--- src/hw/rtl/sclex_pkg.sv ---
`default_nettype none
// ----------------------------------------------------------------------------
// sclex_pkg
// Shared types, codes and character constants for the command line lexer.
// ----------------------------------------------------------------------------
package sclex_pkg;

    // queue depth between classifier and emitter
    localparam int QUEUE_DEPTH_DEF = 4;

    typedef enum logic [3:0] {
        MODE_START    = 4'd0,
        MODE_BLANK    = 4'd1,
        MODE_LETTER   = 4'd2,
        MODE_REDIR    = 4'd3,
        MODE_SQ       = 4'd4,
        MODE_DQ       = 4'd5,
        MODE_SQ_CLOSE = 4'd6,
        MODE_DQ_CLOSE = 4'd7,
        MODE_SQ_ESC   = 4'd8,
        MODE_DQ_ESC   = 4'd9,
        MODE_DROP     = 4'd10
    } mode_t;

    typedef enum logic [1:0] {
        KIND_CHAR = 2'd0,
        KIND_END  = 2'd1,
        KIND_LINE = 2'd2,
        KIND_ERR  = 2'd3
    } kind_t;

    typedef enum logic [2:0] {
        ERR_REDIR_FIRST = 3'd0,
        ERR_BAD_CHAR    = 3'd1,
        ERR_REDIR_END   = 3'd2,
        ERR_AFTER_REDIR = 3'd3,
        ERR_TOO_MANY_GT = 3'd4,
        ERR_GT_GAP      = 3'd5,
        ERR_UNCLOSED    = 3'd6,
        ERR_NONE        = 3'd7
    } err_t;

    localparam logic [7:0] CH_NL     = 8'd10;
    localparam logic [7:0] CH_SPACE  = 8'd32;
    localparam logic [7:0] CH_DEL    = 8'd127;
    localparam logic [7:0] CH_LT     = 8'h3C;
    localparam logic [7:0] CH_GT     = 8'h3E;
    localparam logic [7:0] CH_PIPE   = 8'h7C;
    localparam logic [7:0] CH_DQUOTE = 8'h22;
    localparam logic [7:0] CH_SQUOTE = 8'h27;
    localparam logic [7:0] CH_BSLASH = 8'h5C;
    localparam logic [7:0] CH_N      = 8'h6E;
    localparam logic [7:0] CH_B      = 8'h62;
    localparam logic [7:0] CH_R      = 8'h72;
    localparam logic [7:0] CH_T      = 8'h74;
    localparam logic [7:0] CH_V      = 8'h76;
    localparam logic [7:0] CH_ZERO   = 8'h30;

    // one result word
    typedef struct packed {
        logic [2:0] err;
        logic       spec;
        logic [7:0] chr;
        kind_t      kind;
    } result_t;

    // what one input byte produces: one or two result words
    typedef struct packed {
        logic    two;
        result_t r1;
        result_t r0;
    } entry_t;

    function automatic result_t res_char(input logic [7:0] c);
        result_t r;
        r.kind = KIND_CHAR;
        r.chr  = c;
        r.spec = 1'b0;
        r.err  = 3'd0;
        return r;
    endfunction

    function automatic result_t res_end(input logic spec);
        result_t r;
        r.kind = KIND_END;
        r.chr  = 8'd0;
        r.spec = spec;
        r.err  = 3'd0;
        return r;
    endfunction

    function automatic result_t res_line();
        result_t r;
        r.kind = KIND_LINE;
        r.chr  = 8'd0;
        r.spec = 1'b0;
        r.err  = 3'd0;
        return r;
    endfunction

    function automatic result_t res_err(input err_t code);
        result_t r;
        r.kind = KIND_ERR;
        r.chr  = 8'd0;
        r.spec = 1'b0;
        r.err  = code;
        return r;
    endfunction

endpackage
`default_nettype wire

--- src/hw/rtl/shell_command_line_lexer.sv ---
`default_nettype none
// ----------------------------------------------------------------------------
// shell_command_line_lexer
// Byte-at-a-time command line lexer: token characters, token ends, line
// done marks and error codes, one result word per handshake.
// ----------------------------------------------------------------------------
//  channel  | dir | tdata                                | tuser     | tlast
//  s_axis   | in  | [7:0] byte                           | -         | -
//  m_axis   | out | [7:0] char, [8] special, [11:9] error | [1:0] kind | last word of byte
//
// A byte is taken every cycle while the entry queue has room; the byte is
// classified and its words, if any (one or two), are queued in that same cycle.
// The emitter drains one word per cycle while m_tready is high; a byte giving
// two words sends both in turn, and the queue absorbs short bursts of them.
// Reset (rst_n low, asynchronous) puts the lexer at start of line with an
// empty queue and no word on the output. Output stalls back up through the
// queue to s_tready; input gaps leave the output side running.
// ----------------------------------------------------------------------------
module shell_command_line_lexer
#(
    parameter int QUEUE_DEPTH = sclex_pkg::QUEUE_DEPTH_DEF
)
(
    input  wire logic        clk,
    input  wire logic        rst_n,
    input  wire logic        s_tvalid,
    output logic             s_tready,
    input  wire logic [7:0]  s_tdata,   // [7:0] in_byte
    output logic             m_tvalid,
    input  wire logic        m_tready,
    output logic [15:0]      m_tdata,   // [7:0] out_char, [8] token_special,
                                        // [11:9] error_code, [15:12] zero
    output logic [1:0]       m_tuser,   // [1:0] out_kind
    output logic             m_tlast    // last_of_run
);
    import sclex_pkg::*;

    logic    push, q_full, q_valid, pop;
    entry_t  push_entry, q_head;
    result_t res;

    sclex_front u_front
    (
        .clk        (clk),
        .rst_n      (rst_n),
        .in_valid   (s_tvalid),
        .in_ready   (s_tready),
        .in_byte    (s_tdata),
        .q_full     (q_full),
        .push       (push),
        .push_entry (push_entry)
    );

    sclex_queue #(.DEPTH(QUEUE_DEPTH)) u_queue
    (
        .clk        (clk),
        .rst_n      (rst_n),
        .push       (push),
        .push_entry (push_entry),
        .full       (q_full),
        .pop        (pop),
        .not_empty  (q_valid),
        .head       (q_head)
    );

    sclex_back u_back
    (
        .clk       (clk),
        .rst_n     (rst_n),
        .q_valid   (q_valid),
        .q_head    (q_head),
        .pop       (pop),
        .out_valid (m_tvalid),
        .out_ready (m_tready),
        .out_res   (res),
        .out_last  (m_tlast)
    );

    assign m_tdata = {4'd0, res.err, res.spec, res.chr};
    assign m_tuser = res.kind;

endmodule
`default_nettype wire

--- src/hw/rtl/sclex_front.sv ---
`default_nettype none
// ----------------------------------------------------------------------------
// sclex_front
// Classifies each incoming byte against the lexer mode and queues the
// result words it causes as one entry.
// ----------------------------------------------------------------------------
module sclex_front
(
    input  wire logic             clk,
    input  wire logic             rst_n,
    input  wire logic             in_valid,
    output logic                  in_ready,
    input  wire logic [7:0]       in_byte,
    input  wire logic             q_full,
    output logic                  push,
    output sclex_pkg::entry_t     push_entry
);
    import sclex_pkg::*;

    mode_t      mode_reg, mode_next;
    logic [1:0] rcnt_reg, rcnt_next;
    logic [7:0] prev_reg;

    logic c_nl, c_dq, c_sq, c_bs, c_ltp, c_gt, c_redir, c_space, c_print;
    logic esc_known;
    logic [7:0] esc_val;
    logic emit, two;
    result_t r0, r1;
    logic accept;

    assign in_ready = !q_full;
    assign accept   = in_valid && in_ready;

    // byte classes
    assign c_nl    = (in_byte == CH_NL);
    assign c_dq    = (in_byte == CH_DQUOTE);
    assign c_sq    = (in_byte == CH_SQUOTE);
    assign c_bs    = (in_byte == CH_BSLASH);
    assign c_ltp   = (in_byte == CH_LT) || (in_byte == CH_PIPE);
    assign c_gt    = (in_byte == CH_GT);
    assign c_redir = c_ltp || c_gt;
    assign c_space = (in_byte == CH_SPACE);
    assign c_print = (in_byte >= CH_SPACE) && (in_byte <= CH_DEL);

    always_comb
    begin
        esc_known = 1'b1;
        esc_val   = 8'd0;
        case (in_byte)
            CH_N:    esc_val = 8'd10;
            CH_B:    esc_val = 8'd8;
            CH_R:    esc_val = 8'd13;
            CH_T:    esc_val = 8'd9;
            CH_V:    esc_val = 8'd11;
            CH_ZERO: esc_val = 8'd0;
            default: esc_known = 1'b0;
        endcase
    end

    // next state
    always_comb
    begin
        mode_next = mode_reg;
        rcnt_next = rcnt_reg;
        unique case (mode_reg)
            MODE_START, MODE_BLANK:
            begin
                if (c_nl)                        mode_next = MODE_START;
                else if (c_dq)                   mode_next = MODE_DQ;
                else if (c_sq)                   mode_next = MODE_SQ;
                else if (c_redir)
                begin
                    if (mode_reg == MODE_START)  mode_next = MODE_DROP;
                    else
                    begin
                        mode_next = MODE_REDIR;
                        rcnt_next = {1'b0, c_gt};
                    end
                end
                else if (c_space)                mode_next = mode_reg;
                else if (c_print)                mode_next = MODE_LETTER;
                else                             mode_next = MODE_DROP;
            end
            MODE_LETTER, MODE_SQ_CLOSE, MODE_DQ_CLOSE:
            begin
                if (c_nl)                        mode_next = MODE_START;
                else if (c_dq)                   mode_next = MODE_DQ;
                else if (c_sq)                   mode_next = MODE_SQ;
                else if (c_redir)
                begin
                    mode_next = MODE_REDIR;
                    rcnt_next = {1'b0, c_gt};
                end
                else if (c_space)                mode_next = MODE_BLANK;
                else if (c_print)                mode_next = MODE_LETTER;
                else                             mode_next = MODE_DROP;
            end
            MODE_REDIR:
            begin
                if (c_dq)                        mode_next = MODE_DQ;
                else if (c_sq)                   mode_next = MODE_SQ;
                else if (c_nl)                   mode_next = MODE_START;
                else if (c_ltp)                  mode_next = MODE_DROP;
                else if (c_gt)
                begin
                    if (prev_reg != CH_GT || rcnt_reg >= 2'd2)
                        mode_next = MODE_DROP;
                    else
                        rcnt_next = rcnt_reg + 2'd1;
                end
                else if (c_space)                mode_next = MODE_REDIR;
                else if (c_print)                mode_next = MODE_LETTER;
                else                             mode_next = MODE_DROP;
            end
            MODE_SQ:
            begin
                if (c_sq)                        mode_next = MODE_SQ_CLOSE;
                else if (c_nl)                   mode_next = MODE_START;
                else if (c_bs)                   mode_next = MODE_SQ_ESC;
            end
            MODE_DQ:
            begin
                if (c_dq)                        mode_next = MODE_DQ_CLOSE;
                else if (c_nl)                   mode_next = MODE_START;
                else if (c_bs)                   mode_next = MODE_DQ_ESC;
            end
            MODE_SQ_ESC:                         mode_next = c_nl ? MODE_START : MODE_SQ;
            MODE_DQ_ESC:                         mode_next = c_nl ? MODE_START : MODE_DQ;
            default:                             mode_next = c_nl ? MODE_START : MODE_DROP;
        endcase
    end

    // result words
    always_comb
    begin
        emit = 1'b0;
        two  = 1'b0;
        r0   = res_char(in_byte);
        r1   = res_char(in_byte);
        unique case (mode_reg)
            MODE_START, MODE_BLANK:
            begin
                if (c_nl)
                begin
                    emit = 1'b1;
                    r0   = res_line();
                end
                else if (c_dq || c_sq || c_space)
                    emit = 1'b0;
                else if (c_redir)
                begin
                    emit = 1'b1;
                    if (mode_reg == MODE_START) r0 = res_err(ERR_REDIR_FIRST);
                end
                else if (c_print)
                    emit = 1'b1;
                else
                begin
                    emit = 1'b1;
                    r0   = res_err(ERR_BAD_CHAR);
                end
            end
            MODE_LETTER, MODE_SQ_CLOSE, MODE_DQ_CLOSE:
            begin
                if (c_nl)
                begin
                    emit = 1'b1;
                    two  = 1'b1;
                    r0   = res_end(1'b0);
                    r1   = res_line();
                end
                else if (c_dq || c_sq)
                    emit = 1'b0;
                else if (c_redir)
                begin
                    emit = 1'b1;
                    two  = 1'b1;
                    r0   = res_end(1'b0);
                end
                else if (c_space)
                begin
                    emit = 1'b1;
                    r0   = res_end(1'b0);
                end
                else if (c_print)
                    emit = 1'b1;
                else
                begin
                    emit = 1'b1;
                    r0   = res_err(ERR_BAD_CHAR);
                end
            end
            MODE_REDIR:
            begin
                emit = 1'b1;
                if (c_dq || c_sq)        r0 = res_end(1'b1);
                else if (c_nl)           r0 = res_err(ERR_REDIR_END);
                else if (c_ltp)          r0 = res_err(ERR_AFTER_REDIR);
                else if (c_gt)
                begin
                    if (prev_reg != CH_GT)       r0 = res_err(ERR_GT_GAP);
                    else if (rcnt_reg >= 2'd2)   r0 = res_err(ERR_TOO_MANY_GT);
                end
                else if (c_space)        emit = 1'b0;
                else if (c_print)
                begin
                    two = 1'b1;
                    r0  = res_end(1'b1);
                end
                else                     r0 = res_err(ERR_BAD_CHAR);
            end
            MODE_SQ, MODE_DQ:
            begin
                if ((mode_reg == MODE_SQ && c_sq) || (mode_reg == MODE_DQ && c_dq) || c_bs)
                    emit = 1'b0;
                else if (c_nl)
                begin
                    emit = 1'b1;
                    r0   = res_err(ERR_UNCLOSED);
                end
                else
                    emit = 1'b1;
            end
            MODE_SQ_ESC, MODE_DQ_ESC:
            begin
                emit = 1'b1;
                if (c_nl)           r0 = res_err(ERR_UNCLOSED);
                else if (esc_known) r0 = res_char(esc_val);
                else
                begin
                    // unknown escape keeps the backslash
                    two = 1'b1;
                    r0  = res_char(CH_BSLASH);
                end
            end
            default:
                emit = 1'b0;
        endcase
    end

    assign push          = accept && emit;
    assign push_entry.two = two;
    assign push_entry.r0  = r0;
    assign push_entry.r1  = r1;

    always_ff @(posedge clk or negedge rst_n)
    begin
        if (!rst_n)
        begin
            mode_reg <= MODE_START;
            rcnt_reg <= 2'd0;
            prev_reg <= 8'd0;
        end
        else if (accept)
        begin
            mode_reg <= mode_next;
            rcnt_reg <= rcnt_next;
            prev_reg <= in_byte;
        end
    end

endmodule
`default_nettype wire

--- src/hw/rtl/sclex_queue.sv ---
`default_nettype none
// ----------------------------------------------------------------------------
// sclex_queue
// Small FIFO of result entries between classifier and emitter.
// ----------------------------------------------------------------------------
module sclex_queue
#(
    parameter int DEPTH = sclex_pkg::QUEUE_DEPTH_DEF
)
(
    input  wire logic              clk,
    input  wire logic              rst_n,
    input  wire logic              push,
    input  wire sclex_pkg::entry_t push_entry,
    output logic                   full,
    input  wire logic              pop,
    output logic                   not_empty,
    output sclex_pkg::entry_t      head
);
    import sclex_pkg::*;

    localparam int AW = (DEPTH > 1) ? $clog2(DEPTH) : 1;
    localparam int CW = $clog2(DEPTH + 1);
    localparam logic [AW-1:0] LAST = AW'(DEPTH - 1);

    entry_t          mem_reg [DEPTH];
    logic [AW-1:0]   wp_reg, rp_reg;
    logic [CW-1:0]   cnt_reg;
    logic            do_push, do_pop;

    assign full      = (cnt_reg == CW'(DEPTH));
    assign not_empty = (cnt_reg != '0);
    assign head      = mem_reg[rp_reg];
    assign do_push   = push && !full;
    assign do_pop    = pop && not_empty;

    always_ff @(posedge clk)
    begin
        if (do_push) mem_reg[wp_reg] <= push_entry;
    end

    always_ff @(posedge clk or negedge rst_n)
    begin
        if (!rst_n)
        begin
            wp_reg  <= '0;
            rp_reg  <= '0;
            cnt_reg <= '0;
        end
        else
        begin
            if (do_push) wp_reg <= (wp_reg == LAST) ? '0 : wp_reg + 1'b1;
            if (do_pop)  rp_reg <= (rp_reg == LAST) ? '0 : rp_reg + 1'b1;
            if (do_push && !do_pop)      cnt_reg <= cnt_reg + 1'b1;
            else if (do_pop && !do_push) cnt_reg <= cnt_reg - 1'b1;
        end
    end

endmodule
`default_nettype wire

--- src/hw/rtl/sclex_back.sv ---
`default_nettype none
// ----------------------------------------------------------------------------
// sclex_back
// Unpacks queued entries into single result words behind an output register.
// ----------------------------------------------------------------------------
module sclex_back
(
    input  wire logic              clk,
    input  wire logic              rst_n,
    input  wire logic              q_valid,
    input  wire sclex_pkg::entry_t q_head,
    output logic                   pop,
    output logic                   out_valid,
    input  wire logic              out_ready,
    output sclex_pkg::result_t     out_res,
    output logic                   out_last
);
    import sclex_pkg::*;

    logic    valid_reg;
    logic    phase_reg, phase_next;
    result_t res_reg, res_next;
    logic    last_reg, last_next;
    logic    load;

    assign load = q_valid && (!valid_reg || out_ready);

    always_comb
    begin
        phase_next = phase_reg;
        pop        = 1'b0;
        res_next   = q_head.r0;
        last_next  = !q_head.two;
        if (load)
        begin
            if (phase_reg)
            begin
                res_next   = q_head.r1;
                last_next  = 1'b1;
                pop        = 1'b1;
                phase_next = 1'b0;
            end
            else if (q_head.two)
                phase_next = 1'b1;
            else
                pop = 1'b1;
        end
    end

    always_ff @(posedge clk or negedge rst_n)
    begin
        if (!rst_n)
        begin
            valid_reg <= 1'b0;
            phase_reg <= 1'b0;
        end
        else
        begin
            phase_reg <= phase_next;
            if (load)           valid_reg <= 1'b1;
            else if (out_ready) valid_reg <= 1'b0;
        end
    end

    always_ff @(posedge clk)
    begin
        if (load)
        begin
            res_reg  <= res_next;
            last_reg <= last_next;
        end
    end

    assign out_valid = valid_reg;
    assign out_res   = res_reg;
    assign out_last  = last_reg;

endmodule
`default_nettype wire
--- config.mk ---
export PLATFORM = sky130hd
export DESIGN_NAME = shell_command_line_lexer
export DESIGN_NICKNAME = d
export VERILOG_FILES = /design/src/hw/rtl/sclex_pkg.sv /design/src/hw/rtl/shell_command_line_lexer.sv /design/src/hw/rtl/sclex_front.sv /design/src/hw/rtl/sclex_queue.sv /design/src/hw/rtl/sclex_back.sv
export SDC_FILE = /design/constraint.sdc
export NUM_CORES = 1
export LEC_CHECK = 0
export BUFFER_PORTS_ARGS = -buffer_cell sky130_fd_sc_hd__buf_4
export CAP_MARGIN = 40
export CELL_PAD_IN_SITES_DETAIL_PLACEMENT = 1
export CELL_PAD_IN_SITES_GLOBAL_PLACEMENT = 2
export CORE_MARGIN = 5
export CORE_UTILIZATION = 44
export DETAILED_ROUTE_END_ITERATION = 10
export MAX_ROUTING_LAYER = met4
export PLACE_DENSITY_LB_ADDON = 0.1
export SLEW_MARGIN = 20
export SYNTH_ARGS = -nofsm -noshare
export SYNTH_HDL_FRONTEND = slang
export SYNTH_SLANG_ARGS = --single-unit
--- constraint.sdc ---
create_clock -name clk -period 3.61 [get_ports clk]
set_clock_uncertainty 0.15 [all_clocks]
set_input_delay 0.722 -clock clk [delete_from_list [all_inputs] [get_ports clk]]
set_output_delay 0.722 -clock clk [all_outputs]
set_load 0.01 [all_outputs]
# Word level (Yosys, flattened, before mapping)
# Memories as Yosys holds them, arrays and structs flattened.
# Cells that the tools add are included.
classes:
  addsub: 5
  n_lt_le_gt_ge: 3
  n_eq_ne: 46
  n_mux: 108
  reduce_logical: 35
ops:
  columns: ["operator", "count"]
  rows:
  - ["$mux W14", 18]
  - ["$mux W4", 26]
  - ["$pmux W14 S5", 1]
  - ["$eq A8 B7 Y1 const B", 7]
  - ["$eq A8 B6 Y1 const B", 6]
  - ["$mux W12", 3]
  - ["$mux W2", 17]
  - ["$mux W1", 31]
  - ["$pmux W4 S7", 1]
  - ["$ne A2 B2 Y1 const B", 12]
  - ["$mux W10", 2]
  - ["$pmux W4 S5", 1]
  - ["$reduce_and A17 Y1", 1]
  - ["$eq A4 B3 Y1 const B", 4]
  - ["$mux W3", 4]
  - ["$logic_and A1 B1 Y1", 10]
  - ["$mux W9", 1]
  - ["$eq A4 B2 Y1 const B", 2]
  - ["$eq A4 B4 Y1 const B", 2]
  - ["$eq A8 B4 Y1 const B", 1]
  - ["$ge A8 B6 Y1 const B", 1]
  - ["$le A8 B7 Y1 const B", 1]
  - ["$logic_or A1 B1 Y1", 8]
  - ["$ne A4 B1 Y1 const B", 2]
  - ["22 further kinds", 35]
word_totals:
  ff_bits: 38
  ram_bits: 116
  in_bits: 12
  output_inout_bits: 21
  elab_cells: 211
  memories: 1
mem_list:
  columns: ["memory", "words", "word_bits", "read_ports", "rd_ports_with_merged_regs", "wr", "line_no", "source"]
  rows:
  - ["u_queue.mem_reg", 4, 29, 1, 0, 1, "sclex_queue.sv:26", "entry_t mem_reg [DEPTH];"]

# Depth between registers and ports, before layout
# Gate-level depths: netlist of the first run.
depth:
  word_depth: 13
  depth_mapped: 13
  depth_no_buf: 11

# Cells and area by module
# A second synthesis of the first run with hierarchy kept.
unflattened:
  cells_unflattened: 464
  area_unflattened_um2: 7239.4
by_module_without_submodules:
  columns: ["mod", "instances", "cells_each", "area_per_inst_um2", "seq_area_each_um2"]
  rows:
  - ["sclex_queue", 1, 188, 4664.5, 3658.5]
  - ["sclex_front", 1, 230, 1773.0, 350.3]
  - ["sclex_back", 1, 41, 768.2, 500.5]
  - ["shell_command_line_lexer", 1, 5, 33.8, 0.0]

# Worst setup path before layout of the first run
# Ideal clock, no wire load.
synth_path:
  path_kind: "input to register"
  startpoint: "in s_tdata[2]"
  endpoint: "reg u_queue.cnt_reg[2]"
  setup_time_ps: 79
  t_arrival_ps: 3143
  required_ps: 3381
  setup_slack_ps: 238
  cell_stages: 12
  path_buffers: 1
  path_cell_list: "clkbuf_1 and3b_1 o211a_1 nand2b_1 o21a_1 o32ai_2 ha_1 inv_1 fa_1 xor2_1 nor2_1 xor2_1"
synth_via:
  elab_chain_cells: 12
  elab_cells_between_ends: 33
  classes_between: "eq/ne: 8; mux: 12; reduce/logical: 13"
synth_lines:
  columns: ["item", "line_no", "source"]
  rows:
  - ["start, declared", "shell_command_line_lexer.sv:28", "input wire logic [7:0] s_tdata,"]
  - ["$eq A8 B6 Y1", "sclex_front.sv:42", "assign c_space = (in_byte == CH_SPACE);"]
  - ["$mux W1", "sclex_front.sv:204", "else if (c_space) emit = 1'b0;"]
  - ["$mux W1", "sclex_front.sv:199", "else if (c_gt)"]
  - ["$mux W1", "sclex_front.sv:198", "else if (c_ltp) r0 = res_err(ERR_AFTER_REDIR);"]
  - ["$mux W1", "sclex_front.sv:197", "else if (c_nl) r0 = res_err(ERR_REDIR_END);"]
  - ["$mux W1", "sclex_front.sv:196", "if (c_dq || c_sq) r0 = res_end(1'b1);"]
  - ["$pmux W1 S5 *", "sclex_front.sv:140", "unique case (mode_reg)"]
  - ["$logic_and A1 B1 Y1 *", "sclex_front.sv:241", "assign push = accept && emit;"]
  - ["$logic_and A1 B1 Y1 *", "sclex_queue.sv:34", "assign do_push = push && !full;"]
  - ["net u_queue.do_push", "sclex_queue.sv:29", "logic do_push, do_pop;"]
  - ["$logic_not A1 Y1", "sclex_queue.sv:55", "else if (do_pop && !do_push) cnt_reg <= cnt_reg - 1'b1;"]
  - ["$logic_and A1 B1 Y1", "sclex_queue.sv:55", null]
  - ["$reduce_bool A2 Y1 (no source line)", null, null]
  - ["end signal, assigned", "sclex_queue.sv:54", "if (do_push && !do_pop) cnt_reg <= cnt_reg + 1'b1;"]
  - ["end signal, assigned", "sclex_queue.sv:55", null]
  - ["end, declared", "sclex_queue.sv:28", "logic [CW-1:0] cnt_reg;"]
# Mark *: on every way through the listed nets, which the timed path passes. The rest lies on a longest branch.
# A chain may end at the register's enable or synchronous reset.

# Final worst setup path of the first run
layout_path:
  startpoint: "in s_tdata[7]"
  endpoint: "reg u_queue.cnt_reg[1]"
# Same word-level chain as after synthesis.

==> results of run 1 <==
## layout make-up
cell class	count	area share [%]
Sequential cell	134	53.6
Multi-Input combinational cell	245	28.6
Clock buffer	21	6.45
Timing Repair Buffer	49	5.73
Tap cell	180	3.09
Clock inverter	11	2.02
Inverter	9	0.463
## kinds of logic after synthesis
family	after synthesis
AOI/OAI and AO/OA	64
other	1
muxes	47
DFF	134
adders and majority gates	9
and+or+nand+nor	116
xor gates and xnor gates	5
buffers and inverters	43
## layer usage
metal  up-vias  GRT usage, %  wire [um]
li1       1685             -          -
met2        81          31.0       7080
met3        11          3.86        487
met5         -             -          0
met4         0          5.49        145
met1      1913          25.3       6650
## worst max-delay path by stage
stage | start | cells after the start | endpoint
after floorplan | s_tdata[2] | 12 | u_queue.cnt_reg[2]
after global placement | s_tdata[0] | 12 | u_queue.cnt_reg[2]
after detailed placement | s_tdata[0] | 12 | u_queue.cnt_reg[2]
after CTS | s_tdata[0] | 12 | u_queue.cnt_reg[2]
after global routing | s_tdata[7] | 10 | u_queue.cnt_reg[1]
final | s_tdata[7] | 10 | u_queue.cnt_reg[1]
## through the flow
step / hold slack, ns / worst slack [ns]
2_1_floorplan: 0.276 / 0.238
3_3_place_gp: 0.331 / 0.219
3_5_place_dp: 0.336 / 0.110
4_1_cts: 0.0526 / 0.541
5_1_grt: 0.0695 / 0.363
6_report: 0.0556 / 0.553
## cells in the final DEF (no fill, tap or decap), types with 3 or more instances in the layout
master     synthesis  layout
nand2_1           20      20
o21a_1             3       3
o211ai_1           5       5
a22o_1             4       4
nand3_1            9       9
and2_1             6       6
dfrtp_1           23      23
xor2_1             3       3
and3_1             3       3
clkinv_2           0       3
ha_1               7       7
bufinv_16          0       3
o21ai_0            9       9
edfxtp_1         111     111
a21oi_1            9       8
buf_12             0       4
mux2_2            18      18
clkbuf_8           0       3
nor4_1             3       3
nor2b_1           13      13
mux4_2            24      24
o31ai_1            3       3
clkinv_4           0       3
nand4_1            4       4
clkbuf_16          0      17
o21ai_1            4       4
nand2b_1           9       9
mux2_1             4       4
inv_1              9       9
nor3_1             7       7
buf_4              4      45
conb_1             1       4
nor2_1            28      28
## critical path, cell delays in order
cell and delay, ns:
buf_4 0.17, nor4b_2 0.52, and3_1 0.36, nor2_1 0.13
o22ai_1 0.18, o32ai_2 0.13, ha_1 0.23, inv_1 0.09
fa_1 0.39, mux2_2 0.27
## power breakdown
group	switching (mW)	total, mW	internal, mW
registers	0.185	2.30	2.12
logic	0.874	1.69	0.816
clock network	0.643	1.79	1.14
total	1.70	5.78	4.08
==> results.yml, run 1 <==
setup_path:
  timing.rr.start: "u_front.mode_reg[1]"
  critical_path.endpoint_type: "register"
  r2r-end: "u_queue.cnt_reg[2]"
  r2r_cells: 11
  critPathRequiredTime_ns: 3.76
  worst-path-max-fanout: 17
  cp-start-kind: "primary input"
  setup.reg_to_reg.worst_slack_ns: 0.61
  worstPathArrival_ns: 3.20
  worst-setup-path-type: "primary input to register"
yosys:
  synth.cell_area_sq_mm: 0.00617
  synth_common_cells: "111 x edfxtp_1, 28 x nor2_1, 25 x clkbuf_1"
  synth_mux_area_share_pct: 12.9
  yosys.area.top_type_share_pct: 54.0
  seq_area_frac_synth_pct: 63.4
  post_synth_main_area_contributors: "edfxtp_1 54%, dfrtp_1 9.3%, mux4_2 8.8%"
  synth_async_sr_flop_share_pct: 17.2
  synth.avg_cell_area_sq_um: 14.7
  synth-main-ff-cell: "edfxtp_1"
  dominant_combinational_cell_family_by_area_after_synthesis: "multiplexers"
  synth_adder_area_share_pct: 1.91
  synth-simple-area-share_pct: 10.3
  synth.lib_cells_used.distinct: 69
  netlist.top_cell.by_area: "edfxtp_1"
  syn_inst: 419
  synth_warnings: 0
  synth_most_common_cell: "edfxtp_1"
  synth-xor-area-share_pct: 0.710
  ys_seq_elements: 134
  synth_compound_area_share_pct: 7.71
  synth-edff-count: 111
sta:
  timing.final.crit_period_ns: 3.06
  setup-violations-final: 0
  final-hold-violation-count: 0
  max-slew-margin-rel_pct: 49.6
  setup_tns_ns: 0
  period_share_pct: 84.7
  fmax_mhz: 327
  timing_worst_slew_pin_value_ns: 0.756
  finalMaxSlewViolations: 0
  rsz0062_at_grt: "false"
cts:
  postCtsResizedCells: 0
  cts_max_path_buffers: 2
  holdBufCountCts: 0
  h-tree-depth: 4
  root_buffer: "clkbuf_16"
  clock_tree_from_tritoncts: "yes"
  cts_inserted_buffers: 17
  postCtsSetupRepairBufs: 0
  cts.reportedPaths.clkPinSlew_ns: 0.06
  clkLatencyLatePin_ns: 0.41
  clock_sink_count: 134
floorplan:
  die_area_sq_mm: 0.0165
  placement_row_count: 43
  floorplan.initialDensity_pct: 44.6
  floorplan.core_area_sq_mm: 0.0138
  die_width_um: 128
  die_h_um: 128
  ios: 33
cells_and_area:
  syn2layout_area_growth_pct: 18.2
  flip_flop_count_of_the_largest_register_all_copies_and_words_added: 96
  final_util_pct: 52.7
  final_layout_size_suffix_gt1_share_pct: 27.7
  finish.cell_count_without_fillers: 649
  fill_cells: 1294
  multiInputGateArea_sq_mm: 0.00209
  final_design_area_no_fill_sq_mm: 0.00729
  final_nets: 476
  insertedDiodeCount: 0
  ff_latch_area_sq_mm: 0.00391
drt:
  finalWirelength_um: 14400
  drc: 0
  drt_iter0_drc: 329
  avgViaCountPerCell: 5.69
  drt_first_pass_iters: 4
  antenna_left: 0
  via_count: 3690
  routed_wire_length_per_instance_um: 22.1
placed_design:
  detailed_placer_s_ending_hpwl_um: 9670
  placement.cell_area_sq_mm: 0.00668
  dp_cells: 617
  finalWeightedCongestion: 0.899
  numPortBuffers: 28
global_route:
  antenna_found_initial: 0
  grt_max_degree: 27
  groute.usage.overall_pct: 19.4
  number_of_global_route_vias_before_repair: 4019
  grt_pass1_wl_um: 23200
  gr-total-overflow: 0
min_path:
  hold_class: "primary input to async pin"
job:
  max_cap_viol_count: 0
power_and_ir_drop:
  powerDensity_mw_per_mm2: 792
  power.leakage_nw: 2.60
  design_power_total_mw: 5.78
  irDropWorstVdd_v: 0.000340
status:
  run_status: "complete, no violations"
Power figures use the tool's default switching activity.
==> run 2: changes to the inputs <==
- ABC_AREA: unset -> 1
- CORE_UTILIZATION: 44 -> 40
- clock period: 3.61 -> 3.2 ns (I/O delays scaled with it)
==> results.yml, run 2 <==
floorplan:
  die_width_um: 137
  floorplan.core_area_sq_mm: 0.0159
  placement_row_count: 46
  floorplan.initialDensity_pct: 40.7
  die_area_sq_mm: 0.0188
  ios: 33
  die_h_um: 137
yosys:
  synth-edff-count: 111
  synth_async_sr_flop_share_pct: 17.2
  synth.avg_cell_area_sq_um: 9.73
  post_synth_main_area_contributors: "edfxtp_1 52%, dfrtp_1 8.9%, nor2_1 7.8%"
  synth-main-ff-cell: "edfxtp_1"
  seq_area_frac_synth_pct: 60.5
  netlist.top_cell.by_area: "edfxtp_1"
  synth.lib_cells_used.distinct: 40
  ys_seq_elements: 134
  synth_warnings: 0
  syn_inst: 664
  synth.cell_area_sq_mm: 0.00646
  synth_common_cells: "134 x nor2_1, 111 x edfxtp_1, 96 x nand2_1"
  synth_most_common_cell: "nor2_1"
  yosys.area.top_type_share_pct: 51.6
sta:
  timing.final.crit_period_ns: 2.72
  max-slew-margin-rel_pct: 50.9
  rsz0062_at_grt: "false"
  timing_worst_slew_pin_value_ns: 0.728
  period_share_pct: 85.1
  final-hold-violation-count: 0
  setup_tns_ns: 0
  finalMaxSlewViolations: 0
  setup-violations-final: 0
  fmax_mhz: 367
cts:
  root_buffer: "clkbuf_16"
  cts.reportedPaths.clkPinSlew_ns: 0.06
  cts_max_path_buffers: 2
  clock_sink_count: 134
  postCtsSetupRepairBufs: 0
  clock_tree_from_tritoncts: "yes"
  h-tree-depth: 4
  cts_inserted_buffers: 17
  clkLatencyLatePin_ns: 0.42
job:
  max_cap_viol_count: 0
drt:
  routed_wire_length_per_instance_um: 18.9
  drt_iter0_drc: 199
  drt_first_pass_iters: 4
  finalWirelength_um: 17600
  drc: 0
  via_count: 4867
  avgViaCountPerCell: 5.21
  antenna_left: 0
cells_and_area:
  insertedDiodeCount: 0
  final_nets: 727
  syn2layout_area_growth_pct: 17.9
  flip_flop_count_of_the_largest_register_all_copies_and_words_added: 96
  final_layout_size_suffix_gt1_share_pct: 18.1
  most_common_cell_after_layout_fill_and_taps_aside: "nor2_1"
  layout.cells.most_common_list: "130 x nor2_1, 111 x edfxtp_1, 96 x nand2_1, 74 x o21ai_0, 50 x buf_4"
power_and_ir_drop:
  design_power_total_mw: 7.24
  powerDensity_mw_per_mm2: 951
  power.leakage_nw: 3.00
  irDropWorstVdd_v: 0.000382
placed_design:
  finalWeightedCongestion: 0.889
  detailed_placer_s_ending_hpwl_um: 12600
  numPortBuffers: 28
setup_path:
  critical_path.endpoint_type: "register"
  worstPathArrival_ns: 2.86
  critPathRequiredTime_ns: 3.34
  cp-start-kind: "register"
  worst-setup-path-type: "register to register"
  worst-path-max-fanout: 7
global_route:
  grt_pass1_wl_um: 28200
  gr-total-overflow: 0
  groute.usage.overall_pct: 20.5
  number_of_global_route_vias_before_repair: 5169
  grt_max_degree: 49
  antenna_found_initial: 0
min_path:
  hold_class: "primary input to register"
status:
  run_status: "complete, no violations"
[run 2: changes by cell type after synthesis, moves of 10 or more]
cell     delta
inv_1      +30
mux2_2     -18
nand2_1    +76
nand2_2    +10
inv_2      +13
mux4_2     -24
o21ai_0    +65
nor2b_1    -13
nor2_1    +106
a31oi_1    +11
nand3_1    +25
[run 2: logic make-up after synthesis]
kind of cell / Yosys count / synth area share [%]
other: 1 / 0.0580
XOR/XNOR: 2 / 0.271
buffers and inverters: 87 / 5.75
AND/OR/NAND/NOR: 307 / 21.0
adder cells (fa/ha/maj): 8 / 1.67
AO/OA/AOI/OAI: 125 / 10.8
flip-flops: 134 / 60.5
[run 2: repair_timing]
action,CTS,global route
hold buffers,1,0
setup endpoints to repair,0,0
endpoints found under the hold margin,23,0
resized for setup,0,0
[run 2: where the power goes]
| group | total [mW] | switching, mW | internal [mW] |
|---|---|---|---|
| registers | 2.76 | 0.203 | 2.56 |
| clock network | 1.90 | 0.748 | 1.15 |
| logic | 2.58 | 1.71 | 0.865 |
| total | 7.24 | 2.66 | 4.57 |
[run 2: worst max-delay path, stage by stage (launching register included)]
cell and delay (ns):
dfrtp_1 0.40, inv_2 0.13, nand2_1 0.10, nor2_1 0.23, inv_1 0.10, nand2_1 0.08, nand2_1 0.08, nand2_2 0.11
nand2_4 0.09, inv_1 0.07, ha_1 0.13, inv_1 0.07, fa_1 0.43, a21oi_1 0.14, o21ai_0 0.12, xor2_1 0.16
[run 2: through the flow]
stage          std cells  worst slack, ns  hold slack, ns  utilization, %  area [sq um]
6_report             935            0.477           0.320            47.9          7620
5_1_grt              935            0.267           0.312            47.9          7620
4_1_cts              935            0.469           0.308            47.9          7620
3_5_place_dp         903            0.131           0.337            44.2          7030
3_3_place_gp         903            0.192           0.326            44.2          7030
2_1_floorplan        667            0.128           0.194               -          6470
[run 2: path summary, 6_finish.rpt]
| kind | end | cells after the start | startpoint | slack (ns) |
|---|---|---|---|---|
| worst max-delay path | u_queue.cnt_reg[2] | 15 | u_front.mode_reg[3] | 0.48 |
| worst min-delay path | u_queue.mem_reg[1][22] | 1 | s_tdata[6] | 0.32 |
| worst max register to register | u_queue.cnt_reg[2] | 15 | u_front.mode_reg[3] | 0.48 |
| worst min register to register | u_front.rcnt_reg[0] | 2 | u_front.rcnt_reg[0] | 0.34 |
| max in group asynchronous | u_queue.rp_reg[1] | 2 | rst_n | 2.13 |
| min in group asynchronous | u_front.prev_reg[6] | 2 | rst_n | 0.50 |
[run 2: layer usage]
layer / wire length, um / vias up / track usage [%]
met5: 0 / - / -
met4: 181 / 0 / 5.16
met3: 440 / 16 / 3.24
met2: 9100 / 55 / 35.3
met1: 7920 / 2443 / 25.4
li1: - / 2353 / -
[run 2: layout make-up]
class	count	area, sq um
tap	216	270
clock buffer	17	425
fill	1818	8270
sequential	134	3910
inverter	54	203
multi-input combinational	446	2210
timing repair buffer	54	445
clock inverter	14	155
